[src/design/hzwc_pkg.sv]
// Shared types, constants and command/status bundles for the hit z-bin classifier.
package hzwc_pkg;

    localparam int BIN_W    = 6;
    localparam int NB_W     = 7;
    localparam int OV_W     = 10;
    localparam int LAYER_W  = 3;
    localparam int PHI_W    = 19;
    localparam int Z_W      = 20;
    localparam int CFG_W    = 10;
    localparam int S_DATA_W = 48;
    localparam int M_DATA_W = 48;

    localparam int NUM_W    = 42;
    localparam int DEN_W    = 23;
    localparam int QUO_W    = 24;
    localparam int RES_W    = 25;
    localparam int EDGE_W   = 18;

    localparam logic [0:0] REG_NUM_BINS = 1'b0;
    localparam logic [0:0] REG_OVERLAP  = 1'b1;

    localparam logic [EDGE_W-1:0] EDGE_MIN  = 18'd3277;
    localparam logic [EDGE_W-1:0] EDGE_MAX  = 18'd160563;
    localparam logic [EDGE_W-1:0] EDGE_LOW  = 18'd16384;
    localparam logic [EDGE_W-1:0] EDGE_HIGH = 18'd147456;
    localparam logic [EDGE_W-1:0] Q16_2P5   = 18'd163840;

    localparam logic [1:0] OP_ER = 2'd0;
    localparam logic [1:0] OP_EL = 2'd1;
    localparam logic [1:0] OP_UP = 2'd2;
    localparam logic [1:0] OP_LO = 2'd3;

    typedef struct packed {
        logic       load;
        logic       div_start;
        logic       cap;
        logic [1:0] op;
        logic       bin_next;
        logic       take_bin;
        logic       push;
        logic       push_last;
        logic       clr_pend;
    } hzwc_cmd_t;

    typedef struct packed {
        logic layer_ok;
        logic div_done;
        logic hit;
        logic last_i;
        logic pend_valid;
        logic out_free;
    } hzwc_sts_t;

endpackage

[src/design/hzwc_div.sv]
// Sequential floor divider: signed numerator by positive divisor, one quotient bit a cycle.
module hzwc_div
    import hzwc_pkg::*;
(
    input  logic                     aclk,
    input  logic                     aresetn,
    input  logic                     start,
    input  logic signed [NUM_W-1:0]  numer,
    input  logic        [DEN_W-1:0]  denom,
    output logic                     done,
    output logic signed [RES_W-1:0]  quot
);

    localparam logic [1:0] D_IDLE = 2'd0;
    localparam logic [1:0] D_PREP = 2'd1;
    localparam logic [1:0] D_RUN  = 2'd2;

    logic [1:0]              phase_reg;
    logic [4:0]              cnt_reg;
    logic                    done_reg;
    logic signed [NUM_W-1:0] n_reg;
    logic [DEN_W-1:0]        d_reg;
    logic                    neg_reg;
    logic [DEN_W-1:0]        rem_reg;
    logic [QUO_W-1:0]        sh_reg;

    logic [NUM_W-1:0] mag;
    logic [DEN_W:0]   trial;
    logic             qbit;

    always_comb begin
        if (n_reg < 0) begin
            mag = NUM_W'(-n_reg) + NUM_W'(d_reg) - NUM_W'(1);
        end else begin
            mag = NUM_W'(n_reg);
        end
        trial = {rem_reg, sh_reg[QUO_W-1]};
        qbit  = (trial >= {1'b0, d_reg});
    end

    always_ff @(posedge aclk) begin
        if (!aresetn) begin
            phase_reg <= D_IDLE;
            done_reg  <= 1'b0;
            cnt_reg   <= '0;
        end else begin
            done_reg <= 1'b0;
            case (phase_reg)
                D_IDLE: begin
                    if (start) begin
                        n_reg     <= numer;
                        d_reg     <= denom;
                        phase_reg <= D_PREP;
                    end
                end
                D_PREP: begin
                    neg_reg   <= (n_reg < 0);
                    rem_reg   <= DEN_W'(mag[NUM_W-2:QUO_W]);
                    sh_reg    <= mag[QUO_W-1:0];
                    cnt_reg   <= 5'(QUO_W - 1);
                    phase_reg <= D_RUN;
                end
                D_RUN: begin
                    if (qbit) begin
                        rem_reg <= DEN_W'(trial - {1'b0, d_reg});
                    end else begin
                        rem_reg <= DEN_W'(trial);
                    end
                    sh_reg <= {sh_reg[QUO_W-2:0], qbit};
                    if (cnt_reg == 5'd0) begin
                        phase_reg <= D_IDLE;
                        done_reg  <= 1'b1;
                    end else begin
                        cnt_reg <= cnt_reg - 5'd1;
                    end
                end
                default: phase_reg <= D_IDLE;
            endcase
        end
    end

    assign done = done_reg;
    assign quot = neg_reg ? -$signed({1'b0, sh_reg}) : $signed({1'b0, sh_reg});

endmodule

[src/design/hzwc_datapath.sv]
// Datapath: config registers, edge and bound arithmetic, bin test and result register.
module hzwc_datapath
    import hzwc_pkg::*;
#(
    parameter int MAX_BINS   = 64,
    parameter int NUM_LAYERS = 5
) (
    input  logic                aclk,
    input  logic                aresetn,
    input  logic                cfg_wr_en,
    input  logic [0:0]          cfg_index,
    input  logic [CFG_W-1:0]    cfg_data,
    input  logic [S_DATA_W-1:0] s_tdata,
    input  logic                m_tready,
    output logic                m_tvalid,
    output logic [M_DATA_W-1:0] m_tdata,
    output logic                m_tlast,
    input  hzwc_cmd_t           cmd,
    output hzwc_sts_t           sts
);

    logic [NB_W-1:0]          nbins_reg;
    logic [OV_W-1:0]          ov_reg;
    logic [LAYER_W-1:0]       layer_reg;
    logic [PHI_W-1:0]         phi_reg;
    logic signed [Z_W-1:0]    z_reg;
    logic [BIN_W-1:0]         bin_reg;
    logic [EDGE_W-1:0]        re_reg;
    logic [EDGE_W-1:0]        le_reg;
    logic signed [RES_W-1:0]  hi_reg;
    logic signed [RES_W-1:0]  lo_reg;
    logic [BIN_W-1:0]         pend_reg;
    logic                     pend_valid_reg;
    logic                     out_valid_reg;
    logic [BIN_W-1:0]         out_bin_reg;
    logic [LAYER_W-1:0]       out_layer_reg;
    logic [PHI_W-1:0]         out_phi_reg;
    logic [Z_W-1:0]           out_z_reg;
    logic                     out_last_reg;

    logic [NB_W-1:0]          nb_eff;
    logic [3:0]               k;
    logic signed [17:0]       edge_arg;
    logic [EDGE_W-1:0]        e;
    logic                     e_low;
    logic                     e_high;
    logic [EDGE_W-1:0]        ex;
    logic signed [NUM_W-1:0]  mid_n;
    logic signed [NUM_W-1:0]  big;
    logic signed [NUM_W-1:0]  kk;
    logic [5:0]               coef;
    logic signed [NUM_W-1:0]  numer;
    logic [DEN_W-1:0]         denom;
    logic                     div_done;
    logic signed [RES_W-1:0]  quot;
    logic [EDGE_W-1:0]        q_clamp;
    logic signed [RES_W-1:0]  z_ext;

    always_comb begin
        if (nbins_reg == '0) begin
            nb_eff = NB_W'(1);
        end else if (nbins_reg > NB_W'(MAX_BINS)) begin
            nb_eff = NB_W'(MAX_BINS);
        end else begin
            nb_eff = nbins_reg;
        end
        k = 4'({1'b0, layer_reg}) + 4'd1;

        if (cmd.op == OP_ER) begin
            edge_arg = $signed({3'b0, bin_reg, 9'h100}) - $signed({8'b0, ov_reg});
        end else begin
            edge_arg = $signed({3'b0, bin_reg, 9'h100}) + $signed({8'b0, ov_reg});
        end

        e      = (cmd.op == OP_UP) ? re_reg : le_reg;
        e_low  = (e < EDGE_LOW);
        e_high = (e > EDGE_HIGH);
        ex     = e_low ? e : (Q16_2P5 - e);

        if (cmd.op == OP_UP) begin
            mid_n = 42'sd491520
                  + $signed(NUM_W'(k)) * (42'sd720896 - $signed(NUM_W'(e)) * 42'sd10);
        end else begin
            mid_n = -42'sd491520
                  + $signed(NUM_W'(k)) * (42'sd917504 - $signed(NUM_W'(e)) * 42'sd10);
        end
        big  = 42'sd3932160 * $signed(NUM_W'(ex));
        coef = (((cmd.op == OP_UP) && e_low) || ((cmd.op == OP_LO) && !e_low)) ? 6'd17 : 6'd23;
        kk   = $signed(NUM_W'(k) * NUM_W'(coef)) <<< 32;

        case (cmd.op)
            OP_ER, OP_EL: begin
                numer = $signed(NUM_W'(edge_arg)) * 42'sd320;
                denom = DEN_W'(nb_eff);
            end
            OP_UP: begin
                if (!e_low && !e_high) begin
                    numer = mid_n;
                    denom = DEN_W'(50);
                end else begin
                    numer = big + kk;
                    denom = DEN_W'(ex) * DEN_W'(400);
                end
            end
            default: begin
                if (!e_low && !e_high) begin
                    numer = mid_n;
                    denom = DEN_W'(50);
                end else if (e_low) begin
                    numer = kk - big;
                    denom = DEN_W'(ex) * DEN_W'(400);
                end else begin
                    numer = -big - kk;
                    denom = DEN_W'(ex) * DEN_W'(400);
                end
            end
        endcase

        if (quot > $signed(RES_W'(EDGE_MAX))) begin
            q_clamp = EDGE_MAX;
        end else if (quot < $signed(RES_W'(EDGE_MIN))) begin
            q_clamp = EDGE_MIN;
        end else begin
            q_clamp = quot[EDGE_W-1:0];
        end
        z_ext = RES_W'(z_reg);
    end

    hzwc_div u_div (
        .aclk    (aclk),
        .aresetn (aresetn),
        .start   (cmd.div_start),
        .numer   (numer),
        .denom   (denom),
        .done    (div_done),
        .quot    (quot)
    );

    always_ff @(posedge aclk) begin
        if (!aresetn) begin
            nbins_reg      <= NB_W'(64);
            ov_reg         <= '0;
            pend_valid_reg <= 1'b0;
            out_valid_reg  <= 1'b0;
        end else begin
            if (cfg_wr_en) begin
                case (cfg_index)
                    REG_NUM_BINS: nbins_reg <= cfg_data[NB_W-1:0];
                    REG_OVERLAP:  ov_reg    <= cfg_data[OV_W-1:0];
                    default: ;
                endcase
            end
            if (cmd.load || cmd.clr_pend) begin
                pend_valid_reg <= 1'b0;
            end else if (cmd.take_bin) begin
                pend_valid_reg <= 1'b1;
            end
            if (cmd.push) begin
                out_valid_reg <= 1'b1;
            end else if (m_tready) begin
                out_valid_reg <= 1'b0;
            end
        end
    end

    always_ff @(posedge aclk) begin
        if (cmd.load) begin
            layer_reg <= s_tdata[2:0];
            phi_reg   <= s_tdata[21:3];
            z_reg     <= s_tdata[41:22];
            bin_reg   <= '0;
        end else if (cmd.bin_next) begin
            bin_reg <= bin_reg + BIN_W'(1);
        end
        if (cmd.cap) begin
            case (cmd.op)
                OP_ER:   re_reg <= q_clamp;
                OP_EL:   le_reg <= q_clamp;
                OP_UP:   hi_reg <= quot;
                default: lo_reg <= quot;
            endcase
        end
        if (cmd.take_bin) begin
            pend_reg <= bin_reg;
        end
        if (cmd.push) begin
            out_bin_reg   <= pend_reg;
            out_layer_reg <= layer_reg;
            out_phi_reg   <= phi_reg;
            out_z_reg     <= z_reg;
            out_last_reg  <= cmd.push_last;
        end
    end

    assign sts.layer_ok   = ({1'b0, layer_reg} < (LAYER_W+1)'(NUM_LAYERS));
    assign sts.div_done   = div_done;
    assign sts.hit        = (z_ext < hi_reg) && (z_ext > lo_reg);
    assign sts.last_i     = ({1'b0, bin_reg} == nb_eff - NB_W'(1));
    assign sts.pend_valid = pend_valid_reg;
    assign sts.out_free   = !out_valid_reg || m_tready;

    assign m_tvalid = out_valid_reg;
    assign m_tlast  = out_last_reg;
    assign m_tdata  = {out_z_reg, out_phi_reg, out_layer_reg, out_bin_reg};

endmodule

[src/design/hzwc_ctrl.sv]
// Controller: sequences the four divisions per bin, the bin test and result pushes.
module hzwc_ctrl
    import hzwc_pkg::*;
(
    input  logic      aclk,
    input  logic      aresetn,
    input  logic      s_tvalid,
    output logic      s_tready,
    output hzwc_cmd_t cmd,
    input  hzwc_sts_t sts
);

    localparam logic [3:0] ST_IDLE  = 4'd0;
    localparam logic [3:0] ST_CHECK = 4'd1;
    localparam logic [3:0] ST_ER_S  = 4'd2;
    localparam logic [3:0] ST_ER_W  = 4'd3;
    localparam logic [3:0] ST_EL_S  = 4'd4;
    localparam logic [3:0] ST_EL_W  = 4'd5;
    localparam logic [3:0] ST_UP_S  = 4'd6;
    localparam logic [3:0] ST_UP_W  = 4'd7;
    localparam logic [3:0] ST_LO_S  = 4'd8;
    localparam logic [3:0] ST_LO_W  = 4'd9;
    localparam logic [3:0] ST_TEST  = 4'd10;
    localparam logic [3:0] ST_PUSH  = 4'd11;
    localparam logic [3:0] ST_FLUSH = 4'd12;

    logic [3:0] state_reg;
    logic [3:0] state_next;
    logic [3:0] adv_state;

    always_comb begin
        cmd        = '0;
        state_next = state_reg;
        s_tready   = 1'b0;
        adv_state  = sts.last_i ? ST_FLUSH : ST_ER_S;
        case (state_reg)
            ST_IDLE: begin
                s_tready = 1'b1;
                if (s_tvalid) begin
                    cmd.load   = 1'b1;
                    state_next = ST_CHECK;
                end
            end
            ST_CHECK: state_next = sts.layer_ok ? ST_ER_S : ST_IDLE;
            ST_ER_S: begin
                cmd.op = OP_ER; cmd.div_start = 1'b1; state_next = ST_ER_W;
            end
            ST_ER_W: begin
                cmd.op = OP_ER;
                if (sts.div_done) begin
                    cmd.cap = 1'b1; state_next = ST_EL_S;
                end
            end
            ST_EL_S: begin
                cmd.op = OP_EL; cmd.div_start = 1'b1; state_next = ST_EL_W;
            end
            ST_EL_W: begin
                cmd.op = OP_EL;
                if (sts.div_done) begin
                    cmd.cap = 1'b1; state_next = ST_UP_S;
                end
            end
            ST_UP_S: begin
                cmd.op = OP_UP; cmd.div_start = 1'b1; state_next = ST_UP_W;
            end
            ST_UP_W: begin
                cmd.op = OP_UP;
                if (sts.div_done) begin
                    cmd.cap = 1'b1; state_next = ST_LO_S;
                end
            end
            ST_LO_S: begin
                cmd.op = OP_LO; cmd.div_start = 1'b1; state_next = ST_LO_W;
            end
            ST_LO_W: begin
                cmd.op = OP_LO;
                if (sts.div_done) begin
                    cmd.cap = 1'b1; state_next = ST_TEST;
                end
            end
            ST_TEST: begin
                if (sts.hit && sts.pend_valid) begin
                    state_next = ST_PUSH;
                end else begin
                    cmd.take_bin = sts.hit;
                    cmd.bin_next = !sts.last_i;
                    state_next   = adv_state;
                end
            end
            ST_PUSH: begin
                if (sts.out_free) begin
                    cmd.push     = 1'b1;
                    cmd.take_bin = 1'b1;
                    cmd.bin_next = !sts.last_i;
                    state_next   = adv_state;
                end
            end
            ST_FLUSH: begin
                if (!sts.pend_valid) begin
                    state_next = ST_IDLE;
                end else if (sts.out_free) begin
                    cmd.push      = 1'b1;
                    cmd.push_last = 1'b1;
                    cmd.clr_pend  = 1'b1;
                    state_next    = ST_IDLE;
                end
            end
            default: state_next = ST_IDLE;
        endcase
    end

    always_ff @(posedge aclk) begin
        if (!aresetn) begin
            state_reg <= ST_IDLE;
        end else begin
            state_reg <= state_next;
        end
    end

endmodule

[src/design/hit_zbin_window_classifier_core.sv]
// Top level of the hit z-bin window classifier: controller plus datapath.
// Each bin takes four divisions on the shared bit-serial divider and a bin test;
// each accepted bin after the first adds a push state, and output stalls add to the
// time that one hit takes.
// Throughput: one hit at a time; the next hit is taken once the last bin is tested
// and its final result, if any, is loaded into the output register.
// Reset: synchronous active-low aresetn; num_bins returns to 64, overlap to 0.
module hit_zbin_window_classifier_core
    import hzwc_pkg::*;
#(
    parameter int MAX_BINS   = 64,
    parameter int NUM_LAYERS = 5
) (
    input  logic                aclk,
    input  logic                aresetn,
    input  logic                cfg_wr_en,
    input  logic [0:0]          cfg_index,
    input  logic [CFG_W-1:0]    cfg_data,
    input  logic                s_tvalid,
    output logic                s_tready,
    input  logic [S_DATA_W-1:0] s_tdata,   // layer[2:0], phi[21:3], z[41:22]
    output logic                m_tvalid,
    input  logic                m_tready,
    // bin_index[5:0], hit_layer[8:6], hit_phi[27:9], hit_z[47:28]
    output logic [M_DATA_W-1:0] m_tdata,
    output logic                m_tlast
);

    hzwc_cmd_t cmd;
    hzwc_sts_t sts;

    hzwc_ctrl u_ctrl (
        .aclk     (aclk),
        .aresetn  (aresetn),
        .s_tvalid (s_tvalid),
        .s_tready (s_tready),
        .cmd      (cmd),
        .sts      (sts)
    );

    hzwc_datapath #(
        .MAX_BINS   (MAX_BINS),
        .NUM_LAYERS (NUM_LAYERS)
    ) u_dp (
        .aclk      (aclk),
        .aresetn   (aresetn),
        .cfg_wr_en (cfg_wr_en),
        .cfg_index (cfg_index),
        .cfg_data  (cfg_data),
        .s_tdata   (s_tdata),
        .m_tready  (m_tready),
        .m_tvalid  (m_tvalid),
        .m_tdata   (m_tdata),
        .m_tlast   (m_tlast),
        .cmd       (cmd),
        .sts       (sts)
    );

endmodule

[config.mk]
export PLATFORM = sky130hd
export DESIGN_NAME = hit_zbin_window_classifier_core
export DESIGN_NICKNAME = d
export VERILOG_FILES = /design/src/design/hzwc_pkg.sv /design/src/design/hzwc_div.sv /design/src/design/hzwc_datapath.sv /design/src/design/hzwc_ctrl.sv /design/src/design/hit_zbin_window_classifier_core.sv
export SDC_FILE = /design/constraint.sdc
export NUM_CORES = 1
export LEC_CHECK = 0
export ABC_AREA = 0
export BUFFER_PORTS_ARGS = -buffer_cell sky130_fd_sc_hd__buf_4
export CAP_MARGIN = 20
export CORE_ASPECT_RATIO = 0.8
export CORE_UTILIZATION = 58
export CTS_CLUSTER_DIAMETER = 80
export CTS_CLUSTER_SIZE = 40
export DETAILED_ROUTE_END_ITERATION = 12
export MAX_ROUTING_LAYER = met4
export PLACE_DENSITY = 0.75
export REMOVE_ABC_BUFFERS = 1
export SLEW_MARGIN = 20
export SYNTH_ARGS = -nofsm -noshare
export SYNTH_HDL_FRONTEND = slang
export SYNTH_HIERARCHICAL = 1
export SYNTH_SLANG_ARGS = --single-unit
[constraint.sdc]
create_clock -name aclk -period 11.4 [get_ports aclk]
set_input_delay 1.71 -clock aclk [delete_from_list [all_inputs] [get_ports aclk]]
set_output_delay 1.71 -clock aclk [all_outputs]
set_load 0.02 [all_outputs]
* Word-level counts from Yosys, hierarchy flattened
Index checks and enable logic that the tools add are counted.
Word-level totals: register bits 333, output and inout port bits 51, word-level logic and storage cells 192, bits of input ports 64
Operators by class: bitwise logic cells 3, $lt $le $gt $ge 10, add/sub/neg operators 20, muxes and demuxes 54, equal/unequal tests 28, multiply operators 7, reductions and logical operators 42
Operators with widths (number):
- $mux 42 | 4
- $mux 18 | 5
- $add 20x42->42 const A | 2
- $mul 5x42->42 | 2
- $pmux 42 s2 | 1
- $sub 21x42->42 const A | 2
- $sub 42x42->42 | 2
- $pmux 4 s13 | 1
- $pmux 24 s2 | 1
- $pmux 23 s2 | 1
- $add 42x42->42 | 1
- $lt 42x1->1 const B | 1
- $neg 42->42 | 1
- $add 41x23->41 | 1
- $mux 41 | 1
- $neg 41->41 | 1
- $sub 41x1->41 const B | 1
- $mux 4 | 10
- $mux 7 | 4
- $gt 20x25->1 | 1
- $gt 25x19->1 const B | 1
- $lt 20x25->1 | 1
- $lt 25x13->1 const B | 1
- $mux 25 | 1
- 53 further kinds | 117

* Depth between registers and ports, before layout
depth in word-level cells 15, depth in mapped cells 42, mapped depth without buffers 38

* Modules after synthesis
The synthesis kept the hierarchy.
By module, submodules not included:
- hzwc_datapath | times used 1, seq. area each 5995.8 um^2, area an instance 26026.2 um^2, cells each 2920
- hzwc_div | times used 1, seq. area each 3553.4 um^2, area an instance 8142.8 um^2, cells each 817
- hzwc_ctrl | times used 1, seq. area each 80.1 um^2, area an instance 520.5 um^2, cells each 67

* Worst setup path after synthesis
Ideal clock, no wire load.
kind reg2reg, start point register u_ctrl.state_reg[3], end point register u_dp.u_div.n_reg[28] (data pin), library setup time 0.265 ns, buffers on the path 5, data required time 11.135 ns, arrival time 8.710 ns, slack 2.425 ns, stages on the path, launching flop included 39, period minus slack after synthesis 8.975 ns, cells stage by stage dfxtp_1 > clkbuf_1 > nand2b_1 > a21oi_1 > nand2b_1 > buf_2 > buf_2 > mux2i_1 > xor2_1 > ha_1 > fa_1 > a21o_1 > a211o_1 > a211o_1 > o21ai_1 > o21ai_1 > a21o_1 > a21o_1 > [... 3 more ...] > buf_4 > nor2_1 > ha_1 > fa_1 > inv_1 > fa_1 > inv_1 > ha_1 > a21o_1 > a21o_1 > a21o_1 > a21oi_1 > or3b_1 > o31ai_1 > xor2_1 > a21boi_2 > a2111oi_2 > nor3_2
RTL lines:
- start, declared | RTL line hzwc_ctrl.sv:27 | logic [3:0] state_reg;
- start signal, assigned | RTL line hzwc_ctrl.sv:116 | state_reg <= state_next;
- end signal, assigned | RTL line hzwc_div.sv:51 | n_reg <= numer;
- end, declared | RTL line hzwc_div.sv:21 | logic signed [NUM_W-1:0] n_reg;

==> results.py <==
metrics = {
    "status": {
        "status": "finished, final reports clean",
    },
    "sta": {
        "hold_viol": 0,
        "setup_ws_ns": 0.8200,
        "max_freq_mhz": 94.52,
        "fin_crit_sh_pct": 92.81,
        "setup_viol": 0,
        "worstMarginPinSlew_ns": 1.034,
        "period_minus_slack_ns": 10.58,
        "finalClockSkew_ns": 0.06989,
        "slew_headroom_pct": 30.98,
        "hold_slack_ns": 0.4265,
        "finalMaxSlewViolations": 0,
        "setup_tns_ns": 0,
        "rsz0062_at_grt": "no",
    },
    "layout": {
        "largest_reg_flops": 42,
        "design_area_mm2": 0.03690,
        "layout_commonest_cell": "inv_1",
        "num-fill-cells": 4922,
        "syn_to_final_growth_pct": 6.370,
        "drive_gt1_share_pct": 6.991,
        "final_cell_mix": "inv_1 (508), ha_1 (427), nor2_1 (334)",
        "multi_input_area_mm2": 0.02259,
        "nets": 4489,
        "diodes": 0,
        "ff_latch_area_mm2": 0.009629,
    },
    "drt": {
        "ant_nets": 0,
        "route.detailed.drc": 0,
        "wire_per_inst_um": 19.01,
        "vias": 27563,
        "via_per_inst": 5.970,
        "wirelength_mm": 87.77,
        "drt_pre_antenna_iters": 10,
        "drt-initial-drc-count": 2417,
    },
    "floorplanning": {
        "fp-row-count": 79,
        "ioPinCount": 115,
        "dieArea_mm2": 0.06080,
        "die_x_um": 275.4,
        "die_y_um": 220.7,
        "core_region_area_mm2": 0.05862,
        "start_util_pct": 59.18,
    },
    "yosys": {
        "synth_cell_types": 111,
        "ys_warn_count": 6,
        "syn-cell-area_mm2": 0.03469,
        "ys.flop_type": "edfxtp_1",
        "async_reset_ff_share_pct": 0,
        "yosysSeqAreaShare_pct": 27.76,
        "synth_edf_count": 296,
        "synth_area_per_cell_um2": 9.119,
        "syn_inst": 3804,
        "ys_ff_latch": 333,
    },
    "setup_path": {
        "max_stage_delay_ns": 0.64,
        "rrSetupSlack_ns": 0.82,
        "crit_type": "reg2reg",
        "critPathMaxFanout": 33,
        "critPathRequiredTime_ns": 11.66,
        "critical_path.startpoint_type": "flip-flop",
        "r2r_cells": 35,
        "slowest_stage": "dfxtp_1",
        "critPathArrivalTime_ns": 10.84,
        "cp-end-kind": "flip-flop",
    },
    "cts": {
        "cts_tree": "yes",
        "cts_max_path_buffers": 3,
        "numCtsBuffers": 17,
        "clkSlewWorstSetupHoldPaths_ns": 0.14,
        "post-cts-setup-buffers": 0,
        "cts_root_buf": "clkbuf_16",
        "cts_htree_levels": 1,
        "clk_latency_ns": 0.58,
        "clock_sinks": 333,
    },
    "global_routing": {
        "antenna_found_initial": 2,
        "grt_pass1_vias": 26114,
        "overflow": 0,
        "grt_pass1_wl_mm": 140.3,
        "grt_max_degree": 70,
        "grtUsageTotal_pct": 30.03,
    },
    "flow_run": {
        "maxCapViolations": 0,
    },
    "place": {
        "post-place-ws_ns": 1.054,
        "gp_congestion": 0.9692,
        "placed_area_mm2": 0.03620,
        "post-dp-hpwl_mm": 69.26,
        "portBuffers": 108,
    },
    "hold_path": {
        "hold_depth": 0,
        "hold_path_class": "reg2reg",
    },
}
[repair_timing]
item	4_1_cts	5_1_grt
gates resized for setup	0	1
hold buffers	0	0
hold endpoints to repair	0	0
setup endpoints to repair	0	3
[logic make-up after synthesis]
kind of cell    after synthesis  synth area share [%]
other cells                   1               0.01081
buf+inv                     642                 7.282
compound gates              897                 17.07
flops                       333                 27.76
xor+xnor                    296                 7.495
simple gates                981                 13.71
fa+ha+maj                   588                 24.67
mux                          66                 1.998
[area by class of cell]
| type | instances | share of cell area [%] |
|---|---|---|
| Tap cell | 769 | 2.608 |
| Clock inverter | 11 | 0.7087 |
| Sequential cell | 333 | 26.10 |
| Inverter | 511 | 5.198 |
| Multi-Input combinational cell | 2829 | 61.22 |
| Timing Repair Buffer | 145 | 2.984 |
| Clock buffer | 19 | 1.183 |
[worst paths after layout]
kind,startpoint,to
setup / recovery,u_ctrl/state_reg[2],u_dp/u_div/n_reg[38]
hold / removal,u_dp/pend_reg[2],u_dp/out_bin_reg[2]
setup reg to reg,u_ctrl/state_reg[2],u_dp/u_div/n_reg[38]
hold reg to reg,u_dp/pend_reg[2],u_dp/out_bin_reg[2]
[layer usage]
layer  share of wire, %  up-vias  track usage [%]  routed length (um)
met5                  0        -                -                   0
met4                1.9        0            4.917                1694
met3                8.4      109            4.059                7406
met2                 43      953            44.95               37950
met1                 46    13171            43.83               40710
li1                   -    13330                -                   -
[through the flow]
stage                     cells  util [%]
after detailed placement   4587     61.75
after CTS                  4617     62.95
after floorplan            3673         -
after global routing       4617     62.95
after global placement     4586     61.72
final                      4617     62.95
[critical path: cells and delay by family, from the launching register on]
kind | cells | cell delay (ns)
compound gates | 13 | 3.78
flops | 1 | 0.64
xor+xnor | 3 | 0.57
fa+ha+maj | 6 | 2.40
simple gates | 7 | 1.49
mux | 2 | 0.68
buf+inv | 4 | 0.68
[synth_stat cells, types with 31 or more instances]
library cell    n  area (um^2)
a21oi_1       267         1336
nand2_1       217        814.5
nand2b_1       38        237.7
clkbuf_1       88        330.3
a211oi_1       31        232.7
fa_1          160         3203
o21ai_0       171        855.8
edfxtp_1      296         8889
nand3_1        69        345.3
ha_1          428         5355
inv_1         508         1907
xnor2_1       166         1454
nand4_1        35        219.0
xor2_1        129         1130
mux2i_1        60        600.6
nor2_1        334         1254
nor2b_1        47        294.0
dfxtp_1        37        740.7
nor3_1         66        330.3
a21o_1         93        698.2
Power is not shown: default switching activity piles up to over one toggle a cycle in this logic, so the estimate is an artifact.
